==> src/design/bcrf_pkg.sv <==
package bcrf_pkg;

  localparam int unsigned HEADER_BYTES = 24;
  localparam int unsigned IDX_W = $clog2(HEADER_BYTES);
  localparam logic [IDX_W-1:0] HEADER_LAST = IDX_W'(HEADER_BYTES - 1);

  localparam logic [7:0] MAGIC_RESET = 8'h80;
  localparam logic [7:0] SET_OP_RESET = 8'd1;
  localparam logic [7:0] GET_OP_RESET = 8'd0;
  localparam logic [7:0] GETK_OP_RESET = 8'd12;

  // configuration register indexes
  localparam logic [1:0] CFG_EXPECTED_MAGIC = 2'd0;
  localparam logic [1:0] CFG_SET_OPCODE = 2'd1;
  localparam logic [1:0] CFG_GET_OPCODE = 2'd2;
  localparam logic [1:0] CFG_GETK_OPCODE = 2'd3;

  // event kinds
  localparam logic [1:0] EV_FRAMED = 2'd0;
  localparam logic [1:0] EV_BAD_MAGIC = 2'd1;
  localparam logic [1:0] EV_BAD_OPCODE = 2'd2;
  localparam logic [1:0] EV_SHORT_BODY = 2'd3;

  typedef struct packed {
    logic [7:0] data_byte;
    logic       start_of_stream;
  } in_item_t;

  typedef struct packed {
    logic [1:0]  event_kind;
    logic [31:0] request_id;
    logic [7:0]  request_opcode;
    logic [15:0] key_length;
  } out_item_t;

  typedef struct packed {
    logic [7:0] expected_magic;
    logic [7:0] set_opcode;
    logic [7:0] get_opcode;
    logic [7:0] getk_opcode;
  } cfg_t;

  // captured header fields plus the body arithmetic a store request needs
  typedef struct packed {
    logic [7:0]  magic;
    logic [7:0]  opcode;
    logic [15:0] key_len;
    logic [7:0]  extras_len;
    logic [31:0] request_id;
    logic        body_short;
    logic [31:0] value_len;
  } hdr_t;

endpackage

==> src/design/bcrf_hdr_capture.sv <==
module bcrf_hdr_capture (
  input  logic                     clk,
  input  logic                     wr_en,
  input  logic [bcrf_pkg::IDX_W-1:0] wr_index,
  input  logic [7:0]               wr_byte,
  output bcrf_pkg::hdr_t           hdr
);

  localparam int unsigned IW = bcrf_pkg::IDX_W;

  localparam logic [IW-1:0] HB_MAGIC = IW'(0);
  localparam logic [IW-1:0] HB_OPCODE = IW'(1);
  localparam logic [IW-1:0] HB_KEY_HI = IW'(2);
  localparam logic [IW-1:0] HB_KEY_LO = IW'(3);
  localparam logic [IW-1:0] HB_EXTRAS = IW'(4);
  localparam logic [IW-1:0] HB_BODY_3 = IW'(8);
  localparam logic [IW-1:0] HB_BODY_2 = IW'(9);
  localparam logic [IW-1:0] HB_BODY_1 = IW'(10);
  localparam logic [IW-1:0] HB_BODY_0 = IW'(11);
  localparam logic [IW-1:0] HB_ID_0 = IW'(12);
  localparam logic [IW-1:0] HB_ID_1 = IW'(13);
  localparam logic [IW-1:0] HB_ID_2 = IW'(14);
  localparam logic [IW-1:0] HB_ID_3 = IW'(15);

  logic [7:0]  magic;
  logic [7:0]  opcode;
  logic [15:0] key_len;
  logic [7:0]  extras_len;
  logic [31:0] total_len;
  logic [31:0] request_id;
  logic [16:0] need_len;

  // only the header bytes that are looked at are kept
  always_ff @(posedge clk) begin
    if (wr_en) begin
      unique case (wr_index)
        HB_MAGIC:  magic <= wr_byte;
        HB_OPCODE: opcode <= wr_byte;
        HB_KEY_HI: key_len[15:8] <= wr_byte;
        HB_KEY_LO: key_len[7:0] <= wr_byte;
        HB_EXTRAS: extras_len <= wr_byte;
        HB_BODY_3: total_len[31:24] <= wr_byte;
        HB_BODY_2: total_len[23:16] <= wr_byte;
        HB_BODY_1: total_len[15:8] <= wr_byte;
        HB_BODY_0: total_len[7:0] <= wr_byte;
        HB_ID_0:   request_id[7:0] <= wr_byte;
        HB_ID_1:   request_id[15:8] <= wr_byte;
        HB_ID_2:   request_id[23:16] <= wr_byte;
        HB_ID_3:   request_id[31:24] <= wr_byte;
        default: begin
        end
      endcase
    end
  end

  assign need_len = {1'b0, key_len} + {9'd0, extras_len};

  always_comb begin
    hdr.magic      = magic;
    hdr.opcode     = opcode;
    hdr.key_len    = key_len;
    hdr.extras_len = extras_len;
    hdr.request_id = request_id;
    hdr.body_short = total_len < {15'd0, need_len};
    hdr.value_len  = total_len - {15'd0, need_len};
  end

endmodule

==> src/design/bcrf_sequencer.sv <==
module bcrf_sequencer (
  input  logic                       clk,
  input  logic                       rst,
  input  logic                       accept,
  input  bcrf_pkg::in_item_t         in_item,
  input  bcrf_pkg::cfg_t             cfg,
  input  bcrf_pkg::hdr_t             hdr,
  output logic                       hdr_wr_en,
  output logic [bcrf_pkg::IDX_W-1:0] hdr_wr_index,
  output logic                       result_valid,
  output bcrf_pkg::out_item_t        result
);

  localparam logic [2:0] PH_HEADER = 3'd0;
  localparam logic [2:0] PH_EXTRAS = 3'd1;
  localparam logic [2:0] PH_KEY = 3'd2;
  localparam logic [2:0] PH_VALUE = 3'd3;
  localparam logic [2:0] PH_DISCARD = 3'd4;

  logic [2:0]                 phase;
  logic [2:0]                 phase_next;
  logic [bcrf_pkg::IDX_W-1:0] header_index;
  logic [bcrf_pkg::IDX_W-1:0] header_index_next;
  logic [31:0]                bytes_remaining;
  logic [31:0]                bytes_remaining_next;

  logic [2:0]                 cur_phase;
  logic [bcrf_pkg::IDX_W-1:0] cur_index;
  logic                       op_known;
  logic                       emit;
  logic [1:0]                 kind;

  // start of stream forces this byte to be header byte 0
  assign cur_phase = in_item.start_of_stream ? PH_HEADER : phase;
  assign cur_index = in_item.start_of_stream ? '0 : header_index;

  assign op_known = (hdr.opcode == cfg.set_opcode) || (hdr.opcode == cfg.get_opcode) ||
                    (hdr.opcode == cfg.getk_opcode);

  assign hdr_wr_en    = accept && (cur_phase == PH_HEADER);
  assign hdr_wr_index = cur_index;

  always_comb begin
    phase_next           = cur_phase;
    header_index_next    = cur_index;
    bytes_remaining_next = bytes_remaining;
    emit                 = 1'b0;
    kind                 = bcrf_pkg::EV_FRAMED;

    if (cur_phase == PH_HEADER) begin
      if (cur_index != bcrf_pkg::HEADER_LAST) begin
        header_index_next = cur_index + {{(bcrf_pkg::IDX_W-1){1'b0}}, 1'b1};
      end else begin
        header_index_next = '0;
        if (hdr.magic != cfg.expected_magic) begin
          phase_next = PH_DISCARD;
          emit       = 1'b1;
          kind       = bcrf_pkg::EV_BAD_MAGIC;
        end else if (!op_known) begin
          phase_next = PH_DISCARD;
          emit       = 1'b1;
          kind       = bcrf_pkg::EV_BAD_OPCODE;
        end else begin
          phase_next           = PH_EXTRAS;
          bytes_remaining_next = {24'd0, hdr.extras_len};
        end
      end
    end else if (cur_phase != PH_DISCARD) begin
      if (bytes_remaining != 32'd0) begin
        bytes_remaining_next = bytes_remaining - 32'd1;
      end
    end

    // empty sections fall through within the same byte
    if (!emit && phase_next == PH_EXTRAS && bytes_remaining_next == 32'd0) begin
      phase_next           = PH_KEY;
      bytes_remaining_next = {16'd0, hdr.key_len};
    end
    if (!emit && phase_next == PH_KEY && bytes_remaining_next == 32'd0) begin
      if (hdr.opcode == cfg.set_opcode) begin
        if (hdr.body_short) begin
          phase_next = PH_DISCARD;
          emit       = 1'b1;
          kind       = bcrf_pkg::EV_SHORT_BODY;
        end else begin
          phase_next           = PH_VALUE;
          bytes_remaining_next = hdr.value_len;
        end
      end else begin
        phase_next           = PH_VALUE;
        bytes_remaining_next = 32'd0;
      end
    end
    if (!emit && phase_next == PH_VALUE && bytes_remaining_next == 32'd0) begin
      phase_next        = PH_HEADER;
      header_index_next = '0;
      emit              = 1'b1;
      kind              = bcrf_pkg::EV_FRAMED;
    end
  end

  always_ff @(posedge clk) begin
    if (rst) begin
      phase           <= PH_HEADER;
      header_index    <= '0;
      bytes_remaining <= '0;
    end else if (accept) begin
      phase           <= phase_next;
      header_index    <= header_index_next;
      bytes_remaining <= bytes_remaining_next;
    end
  end

  assign result_valid = accept && emit;

  always_comb begin
    result.event_kind     = kind;
    result.request_id     = hdr.request_id;
    result.request_opcode = hdr.opcode;
    result.key_length     = hdr.key_len;
  end

endmodule

==> src/design/bcrf_out_skid.sv <==
module bcrf_out_skid (
  input  logic                clk,
  input  logic                rst,
  input  logic                push,
  input  bcrf_pkg::out_item_t push_item,
  output logic                full,
  output logic                out_valid,
  input  logic                out_stall,
  output bcrf_pkg::out_item_t out_item
);

  logic                skid_valid;
  bcrf_pkg::out_item_t skid_item;
  logic                pop;

  assign pop  = out_valid && !out_stall;
  assign full = skid_valid;

  // push never arrives while the skid stage is occupied
  always_ff @(posedge clk) begin
    if (rst) begin
      out_valid  <= 1'b0;
      skid_valid <= 1'b0;
    end else if (pop) begin
      if (skid_valid) begin
        skid_valid <= 1'b0;
      end else begin
        out_valid <= push;
      end
    end else if (push) begin
      if (out_valid) begin
        skid_valid <= 1'b1;
      end else begin
        out_valid <= 1'b1;
      end
    end
  end

  always_ff @(posedge clk) begin
    if (pop) begin
      if (skid_valid) begin
        out_item <= skid_item;
      end else if (push) begin
        out_item <= push_item;
      end
    end else if (push) begin
      if (out_valid) begin
        skid_item <= push_item;
      end else begin
        out_item <= push_item;
      end
    end
  end

endmodule

==> src/design/binary_cache_request_framer.sv <==
// Frames binary cache requests from a byte stream, one byte per cycle unless
// stalled: each accepted byte updates the header capture and section counter in
// the cycle it arrives, and a framed-request or error item is registered for the
// output. The 24-byte header is checked for magic, then opcode, on its last byte;
// zero-length extras, key and value sections are passed over in the same cycle,
// so a bare request is framed on its last header byte. A store request's body is
// checked against key plus extras on the byte that ends the key. After an error
// every byte is dropped until one arrives with start_of_stream set. A two-entry
// output stage lets input keep flowing while one result waits; in_stall rises
// only when two results are held. Configuration writes take effect on the next
// cycle and should be made while no request is in flight.
module binary_cache_request_framer (
  input  logic                clk,
  input  logic                rst,
  input  logic                in_valid,
  output logic                in_stall,
  input  bcrf_pkg::in_item_t  in_item,
  output logic                out_valid,
  input  logic                out_stall,
  output bcrf_pkg::out_item_t out_item,
  input  logic                cfg_wr_en,
  input  logic [1:0]          cfg_index,
  input  logic [7:0]          cfg_data
);

  bcrf_pkg::cfg_t             cfg;
  bcrf_pkg::hdr_t             hdr;
  bcrf_pkg::out_item_t        result;
  logic                       accept;
  logic                       hdr_wr_en;
  logic [bcrf_pkg::IDX_W-1:0] hdr_wr_index;
  logic                       result_valid;
  logic                       full;

  assign in_stall = full;
  assign accept   = in_valid && !full;

  always_ff @(posedge clk) begin
    if (rst) begin
      cfg.expected_magic <= bcrf_pkg::MAGIC_RESET;
      cfg.set_opcode     <= bcrf_pkg::SET_OP_RESET;
      cfg.get_opcode     <= bcrf_pkg::GET_OP_RESET;
      cfg.getk_opcode    <= bcrf_pkg::GETK_OP_RESET;
    end else if (cfg_wr_en) begin
      unique case (cfg_index)
        bcrf_pkg::CFG_EXPECTED_MAGIC: cfg.expected_magic <= cfg_data;
        bcrf_pkg::CFG_SET_OPCODE:     cfg.set_opcode <= cfg_data;
        bcrf_pkg::CFG_GET_OPCODE:     cfg.get_opcode <= cfg_data;
        bcrf_pkg::CFG_GETK_OPCODE:    cfg.getk_opcode <= cfg_data;
        default: begin
        end
      endcase
    end
  end

  bcrf_hdr_capture u_hdr_capture (
    .clk      (clk),
    .wr_en    (hdr_wr_en),
    .wr_index (hdr_wr_index),
    .wr_byte  (in_item.data_byte),
    .hdr      (hdr)
  );

  bcrf_sequencer u_sequencer (
    .clk          (clk),
    .rst          (rst),
    .accept       (accept),
    .in_item      (in_item),
    .cfg          (cfg),
    .hdr          (hdr),
    .hdr_wr_en    (hdr_wr_en),
    .hdr_wr_index (hdr_wr_index),
    .result_valid (result_valid),
    .result       (result)
  );

  bcrf_out_skid u_out_skid (
    .clk       (clk),
    .rst       (rst),
    .push      (result_valid),
    .push_item (result),
    .full      (full),
    .out_valid (out_valid),
    .out_stall (out_stall),
    .out_item  (out_item)
  );

endmodule
==> config.mk <==
export PLATFORM = sky130hd
export DESIGN_NAME = binary_cache_request_framer
export DESIGN_NICKNAME = d
export VERILOG_FILES = /design/src/design/bcrf_pkg.sv /design/src/design/bcrf_hdr_capture.sv /design/src/design/bcrf_sequencer.sv /design/src/design/bcrf_out_skid.sv /design/src/design/binary_cache_request_framer.sv
export SDC_FILE = /design/constraint.sdc
export NUM_CORES = 1
export LEC_CHECK = 0
export ABC_CLOCK_PERIOD_IN_PS = 12700
export BUFFER_PORTS_ARGS = -buffer_cell sky130_fd_sc_hd__buf_2
export CORE_UTILIZATION = 60
export CTS_CLUSTER_SIZE = 25
export DETAILED_ROUTE_END_ITERATION = 6
export GPL_TIMING_DRIVEN = 0
export PLACE_DENSITY = 0.77
export SLEW_MARGIN = 30
export SYNTH_ARGS = -nofsm -noshare
export SYNTH_HDL_FRONTEND = slang
export SYNTH_HIERARCHICAL = 1
export SYNTH_SLANG_ARGS = --single-unit
==> constraint.sdc <==
create_clock -name clk -period 12.7 [get_ports clk]
set_clock_uncertainty 0.1 [all_clocks]
set_input_delay 2.54 -clock clk [delete_from_list [all_inputs] [get_ports clk]]
set_output_delay 2.54 -clock clk [all_outputs]
set_load 0.05 [all_outputs]
==> results list, run 1 <==
- Row generation in the floorplan step produced 57 rows.
- TritonCTS clock tree: done
* Die Span Y: 161 um
- Count of instances resized after the clock tree is built: 0
* CP max stage cell: sky130_fd_sc_hd__a21oi_4
- After routing, the total negative slack on setup checks comes to 0 ns.
- Total track usage: 0.328
- At the pin with the least slew margin, the transition time is 0.961 ns.
- For this design the static power due to leakage is 6.34 nW.
* Starting utilization of the core area: 0.618
- Grt total ovfl: 0
- Number of CTS-inserted buffers: 31
* TritonCTS Sinks: 294
* Number of max-slew violations in the final report: 0
- The number of setup buffers added after CTS is 0.
- The initial antenna violation count came to 0.
- Unique cell type count in the Yosys netlist: 90
- The worst hold path belongs to the class register to register.
- IR analysis of the VDD net gives a maximum drop of 0.000124 V.
- Element type at the critical path end: register
- Routed wire length: 42.4 mm
- The flow ran to the end, and the final reports show no timing, DRC or antenna violations.
* Pre-Repair DR Iteration Count: 6
- For this run, the number of Yosys warnings is 6.
- Vias in the first global route: 10.9k
* Post-synthesis cell area: 15200 um2
- Sw Pwr: 0.000483 W
* Total number of H-tree levels: 1
- Final hold analysis gives a worst-case slack of 0.393 ns.
* DRC Markers: 0
* Number of storage elements in the synthesis netlist: 294
- Detail Placement HPWL: 30.6 mm
- A synthesized cell averages 11.3 um2.
* Top post-synthesis cells by area: sky130_fd_sc_hd__edfxtp_1, sky130_fd_sc_hd__dfxtp_1, sky130_fd_sc_hd__xor2_1
- Launching element type of the critical path: input pin
- Data on the critical path arrives at its endpoint at 8.90 ns.
* Combinational Power Share: 0.060
* Largest net degree at the start of global routing: 48
- In this run the standard cell core region covers 24500 um2.
- The synthesized design spends more area on one cell type than any other, namely sky130_fd_sc_hd__edfxtp_1.
- Number of vias per cell: 6.35
- CTS placed an instance of sky130_fd_sc_hd__clkbuf_16 at the clock tree root.
* Fraction of post-synthesis cell area in the top cell type by area: 0.436
* Remaining max-slew budget at the tightest pin: 0.358
- Of the total power, registers draw 0.517.
- Setup repair after global routing left no endpoint under its margin.
* Port bufs: 83
- Counting along the longest clock path gives a buffer depth of 3.
* Post-layout utilization of the core: 0.696
* Area growth from synthesis to layout: 12.6%
- Number of enable-type register cells in the synthesized netlist: 220
- The detailed router finished its first iteration with 1401 violations.
- Clock latency on the worst-skew pair, taken at its later pin, is 0.58 ns.
- After layout, the minimum clock period comes to 8.73 ns.
- The setup path with the least slack is of type input pin to register.
- In this run the worst path has a maximum fanout of 22.
* Series of cell instances along the critical path: buf_2, clkbuf_1, nor2b_1, ha_1, and4b_1, nand2_1, a311o_1, buf_1, clkbuf_1, buf_1, a31oi_1, nand2_1, or4_1, o21a_1, or4_1, buf_2, a21oi_1, a21oi_1, a21oi_4, buf_16, buf_8
- Clock-pin transition on the worst setup and hold timing paths: 0.06 ns
* Internal power summed over all cells: 0.00155 W
- Setup violations remaining at the end of the flow were counted as 0.
* Worst path max stage delay: 0.56 ns
- Share of the clock period used by the worst path: 0.688
* Fraction of power spent switching nets: 0.237
* Most instantiated flip-flop cell in the synthesis netlist: sky130_fd_sc_hd__edfxtp_1
- After detailed routing, the average wire length per cell comes to 23.5 um.
* Max cap viols: 0
- Upper clock frequency limit: 114 MHz
- Most instantiated library cell after synthesis: sky130_fd_sc_hd__edfxtp_1
- Cts hold-fix bufs: 0
* Global-route wire length before repair: 64.1 mm
- Ratio of cells with drive above 1 in the final layout: 0.205
- Total die area: 25900 um2
* Power density over the cells: 119 nW/um2
- In this run the count of I/O pins placed on the die edge is 84.
- The final count of hold timing violations came to 0.
- Number of nets in the final layout: 1511
- Routability cong.: 0.973
* List of most frequent post-synthesis cells: sky130_fd_sc_hd__edfxtp_1, sky130_fd_sc_hd__nor2_1, sky130_fd_sc_hd__nand2_1, sky130_fd_sc_hd__dfxtp_1, sky130_fd_sc_hd__nand2b_1
- Required time of the worst setup path: 12.87 ns
* Remaining antenna violation count after routing: 0
- From left edge to right edge, the die measures 161 um.
* Number of antenna repair diodes: 0
- The routed layout has 11.5k vias.
- For this run, the register share of the synthesized area comes to 0.534.
- For this run, asynchronously set or reset flops after synthesis account for 0.
* Post-Synthesis Cells: 1338
* Net count after synthesis: 1392
- The share of total power dissipated in the clock network is 0.424.
==> logic make-up (layout without fill, tap and decap cells) <==
family	Yosys count	count (layout)	share of synthesized area
AND/OR/NAND/NOR	488	488	0.172
flip-flops	294	294	0.534
AO/OA/AOI/OAI	226	226	0.105
buffers and inverters	134	278	0.0505
adder cells (fa/ha/maj)	30	30	0.0258
XOR/XNOR	72	72	0.0416
multiplexers	94	94	0.0718
==> metrics by stage <==
step                worst slack [ns]  power [W]  std cells  cell area (um2)
detailed placement              3.53    0.00119       1748            16100
CTS                             4.11    0.00204       1806            17100
finish                          3.97    0.00204       1806            17100
floorplan                       2.95    0.00114       1338            15200
global placement               0.609    0.00119       1745            16000
global route                    3.64    0.00209       1806            17100
==> metal layers <==
layer  vias up  wire, um  global-route usage
li1       5202         -                   -
met1      5520     18100               0.467
met2       639     19200               0.511
met3        99      3820              0.0553
met4         0      1360               0.112
met5         -         0                   0
==> state kept, by name, summed over array words and instances, names as in the netlist <==
signal and count:
u_out_skid/out_item 58, u_out_skid/skid_item 58, cfg 32, u_hdr_capture/request_id 32
u_hdr_capture/total_len 32, u_sequencer/bytes_remaining 32, u_hdr_capture/key_len 16, u_hdr_capture/extras_len 8
u_hdr_capture/magic 8, u_hdr_capture/opcode 8, u_sequencer/header_index 5, u_sequencer/phase 3
u_out_skid/full 1, u_out_skid/out_valid 1
==> final timing paths <==
check / cells after the start / slack (ns) / endpoint / start
max: 21 / 3.97 / u_out_skid/out_item[46]$_DFFE_PP_ / in_item[0]
min reg2reg: 2 / 0.39 / cfg[28]$_SDFFE_PP0P_ / cfg[28]$_SDFFE_PP0P_
max reg2reg: 27 / 4.33 / u_out_skid/out_item[46]$_DFFE_PP_ / u_hdr_capture/key_len[0]$_DFFE_PP_
min: 2 / 0.39 / cfg[28]$_SDFFE_PP0P_ / cfg[28]$_SDFFE_PP0P_
==> layout by cell type, fill, tap and decap left out, drive strengths merged, types with 7 or more instances in the layout <==
cell	count
xor2	51
nand2	94
nand3b	9
a21o	10
nor2b	17
nand3	35
mux2	58
or3	7
clkbuf	68
nand4	13
o21ai	38
and2	7
a311oi	14
a31oi	12
nor3	41
and3	17
dfxtp	74
or4	18
clkinv	18
xnor2	21
ha	28
buf	160
a211oi	19
edfxtp	220
nand2b	59
a2111oi	7
inv	27
nor2	110
nor4	31
a21oi	54
or2	10
mux2i	36
==> area by class of cell <==
type                    count  area, um2
plain buffers             109        672
multi-input cells         910       6350
repair buffers             86        485
flip-flops and latches    294       8090
fillers                  1807       7470
well taps                 324        405
clock buffers              33        783
clock inverters            25        190
inverters                  25       93.8
==> critical path: cells and delay by family <==
family	cells	cell delay (ns)
buffers and inverters	8	2.18
AOI/OAI and AO/OA	6	2.05
and+or+nand+nor	6	1.79
adders and majority gates	1	0.29
==> power by group through the flow <==
stage,Clock [W],Combinational [W],Sequential [W]
after floorplan,0,0.0000769,0.00107
after global placement,0,0.000116,0.00107
after detailed placement,0,0.000117,0.00107
after CTS,0.000874,0.000118,0.00105
after global routing,0.000912,0.000129,0.00105
final,0.000862,0.000121,0.00105
(Power assumes the default switching activity.)
==> inputs of run 2 (changes only) <==
ABC_CLOCK_PERIOD_IN_PS = 8500   (was 12700)
clock period = 8.5 ns   (was 12.7 ns; I/O delays follow)
==> run 2 against run 1 <==
Clock-buffer cell count up 2. Sequential cell count unchanged. Non-clock buffer count up 7. Cell area up 0.24%. Combinational power up 48%. Worst setup slack worse by 3.3 ns. Die area unchanged. Via count about the same. Largest cell class unchanged. Global-route usage down 1.0 points. Clock power up 47%.
==> results list, run 2 (synthesis results as in run 1) <==
- Post-layout utilization of the core: 0.697 (+0.00168)
- Total track usage: 0.318 (-0.0103)
- Final setup violation count: 0 (unchanged)
- The largest registers in the layout are u_out_skid/out_item: 58 flops, u_out_skid/skid_item: 58 flops.
- The count of antenna-violating nets left after detailed routing was 0 (unchanged).
- The maximum single-stage delay on the critical path is 0.64 ns (+0.08 ns).
* Port bufs: 83 (unchanged)
* Total vias in the final route: 11.5k (-0.026%)
- Die Span Y: 161 um (unchanged)
* Required time of the worst setup path: 8.65 ns (-4.22 ns)
- Post-route cell area: 17100 um2 (+0.24%)
* Detail Placement HPWL: 30.3 mm (-0.95%)
* Launching element type of the critical path: register
* Number of placement rows: 57 (unchanged)
* Max cap viols: 0 (unchanged)
* Element type at the critical path end: register
- Buffer cell driving the clock tree root: sky130_fd_sc_hd__clkbuf_16
- Largest driver fanout on the critical path: 22 (unchanged)
* Starting DRC count in detailed routing: 1291 (-7.9%)
* Leading cell type in the layout, fill and taps excluded: sky130_fd_sc_hd__edfxtp_1
- The first-pass GRT wire length came to 62.1 mm (-3.2%).
- The count of unresolved DRC violations after routing was 0 (unchanged).
- The starting density of the core was 0.618 (unchanged).
- Number of vias per cell: 6.32 (-0.36%)
- The run finished with clean final reports.
* TritonCTS clock tree: done
* Clock latency on the worst-skew pair: 0.56 ns (-0.02 ns)
- The number of buffers created by CTS is 30 (-3.2%).
* Buf+Inv Stages, Crit Path: 5 (-3)
- Power density over the cells: 177 nW/um2 (+48%)
* Total die area: 25900 um2 (unchanged)
- Leakage Power: 6.37 nW (+0.40%)
- Post-layout worst setup margin: 0.622 ns (-3.34 ns)
- Critical path class: register to register
* Share of the clock period used by the worst path: 0.927
* Layout Cells excl Fill: 1812 (+0.33%)
* Actual transition at the worst max-transition pin: 0.970 ns (+0.00918 ns)
- Core Area: 24500 um2 (unchanged)
- Routability cong.: 1.00 (+2.8%)
- Routed wire length: 41.2 mm (-2.8%)
- The initial antenna violation count was 2 (+2).
- Instance area at placement: 16100 um2 (about the same)
- Cts hold-fix bufs: 0 (unchanged)
- Vias in the first global route: 10.6k (-2.4%)
- Area growth from synthesis to layout: 12.8%
- Number of nets in the final layout: 1517 (+0.40%)
* Number of max-slew violations in the final report: 0 (unchanged)
- The number of placed cells counting well taps came to 1748 (unchanged).
- The pin count of the biggest net entering global routing was 49 (+2.1%).
* Hold Crit Class: register to register
- Worst IR drop on VDD: 0.000202 V (+63%)
* Total number of H-tree levels: 1 (unchanged)
- The largest buffer count on any clock path is 3 (unchanged).
* Worst endpoint data arrival time: 8.03 ns (-0.87 ns)
- The overflow left after global routing is 0 (unchanged).
- The wire length per cell after detailed routing is 22.8 um (-3.1%).
* Upper clock frequency limit: 127 MHz
* Minimum period implied by the final worst setup slack: 7.88 ns
- Remaining max-slew budget at the tightest pin: 0.351 (-0.00689)
- In the layout the commonest cells are sky130_fd_sc_hd__edfxtp_1, sky130_fd_sc_hd__nor2_1, sky130_fd_sc_hd__nand2_1.
- Setup repair after global routing left no endpoint under its margin.
- Setup slack at placement: 0.174 ns (-3.36 ns)
- The fill cell instance count of the final layout is 1798 (-0.50%).
- The die span in x was 161 um (unchanged).
* Hold Slack: 0.390 ns (-0.00226 ns)
* Pre-Repair DR Iteration Count: 5 (-1)
- The clock input transition at the sequential cells of the worst setup and hold paths came to 0.06 ns (about the same).
- Ratio of cells with drive above 1 in the final layout: 0.208 (+0.00335)
- TritonCTS Sinks: 294 (unchanged)
* Hold Fails Final Rpt: 0 (unchanged)
- The number of I/O pins is 84 (unchanged).
- The slowest stage of the critical path belongs to the cell sky130_fd_sc_hd__a2111oi_2.
- Dominant delay contributor by cell family on the critical path: compound AO/OA/AOI/OAI gates
==> run 2: changes by cell type in the layout (fill, tap and decap cells not counted), moves of 2 or more <==
cell	change
sky130_fd_sc_hd__clkbuf_1	+3
sky130_fd_sc_hd__clkinv_1	-3
sky130_fd_sc_hd__buf_4	+6
sky130_fd_sc_hd__clkinv_4	-2
==> run 2: cell type report <==
class,count,area [um2],area share
antenna,1,2.50,0.000146
buffer,109,672,0.0393
clock buffer,35,769,0.0450
clock inverter,21,185,0.0108
inverter,25,93.8,0.00549
multi-input combinational,910,6350,0.371
sequential,294,8090,0.473
tap,324,405,0.0237
timing repair buffer,93,538,0.0315
==> run 2: worst register-to-register path: cells and delay by family (launching register included) <==
family,cells,cell delay (ns)
AOI/OAI and AO/OA,11,3.04
and+or+nand+nor,8,1.72
adders and majority gates,3,1.01
buffers and inverters,5,0.82
DFF,1,0.51
xor gates and xnor gates,2,0.37
==> run 2: what timing repair did <==
item                       in CTS  in global routing
gates resized for setup         0                  1
buffers inserted                0                  7
setup endpoints to repair       0                 42
==> run 2: power by group <==
part	internal, W	switching, W
Sequential	0.00155	0.0000210
Combinational	0.0000628	0.000116
Clock	0.000714	0.000555
==> run 2: final timing paths <==
kind                                       from  cells past startpoint  slack [ns]                               end
max          u_hdr_capture/key_len[0]$_DFFE_PP_                     29        0.62  u_out_skid/out_item[8]$_DFFE_PP_
min                        cfg[22]$_SDFFE_PP0P_                      2        0.39              cfg[22]$_SDFFE_PP0P_
max reg2reg  u_hdr_capture/key_len[0]$_DFFE_PP_                     29        0.62  u_out_skid/out_item[8]$_DFFE_PP_
min reg2reg                cfg[22]$_SDFFE_PP0P_                      2        0.39              cfg[22]$_SDFFE_PP0P_
==> run 2: per-layer routing <==
layer,wire [um],share of wire,vias to the layer above,GRT usage
met5,0,0,-,0
met4,1370,0.033,0,0.101
met3,4180,0.10,90,0.0661
met2,18400,0.45,621,0.497
met1,17300,0.42,5523,0.445
li1,-,-,5223,-
==> run 2: through the flow <==
stage	setup TNS (ns)	power [W]
detailed placement	0	0.00177
global placement	-162.06	0.00177
global route	0	0.00310
CTS	0	0.00303
finish	0	0.00302
floorplan	0	0.00171
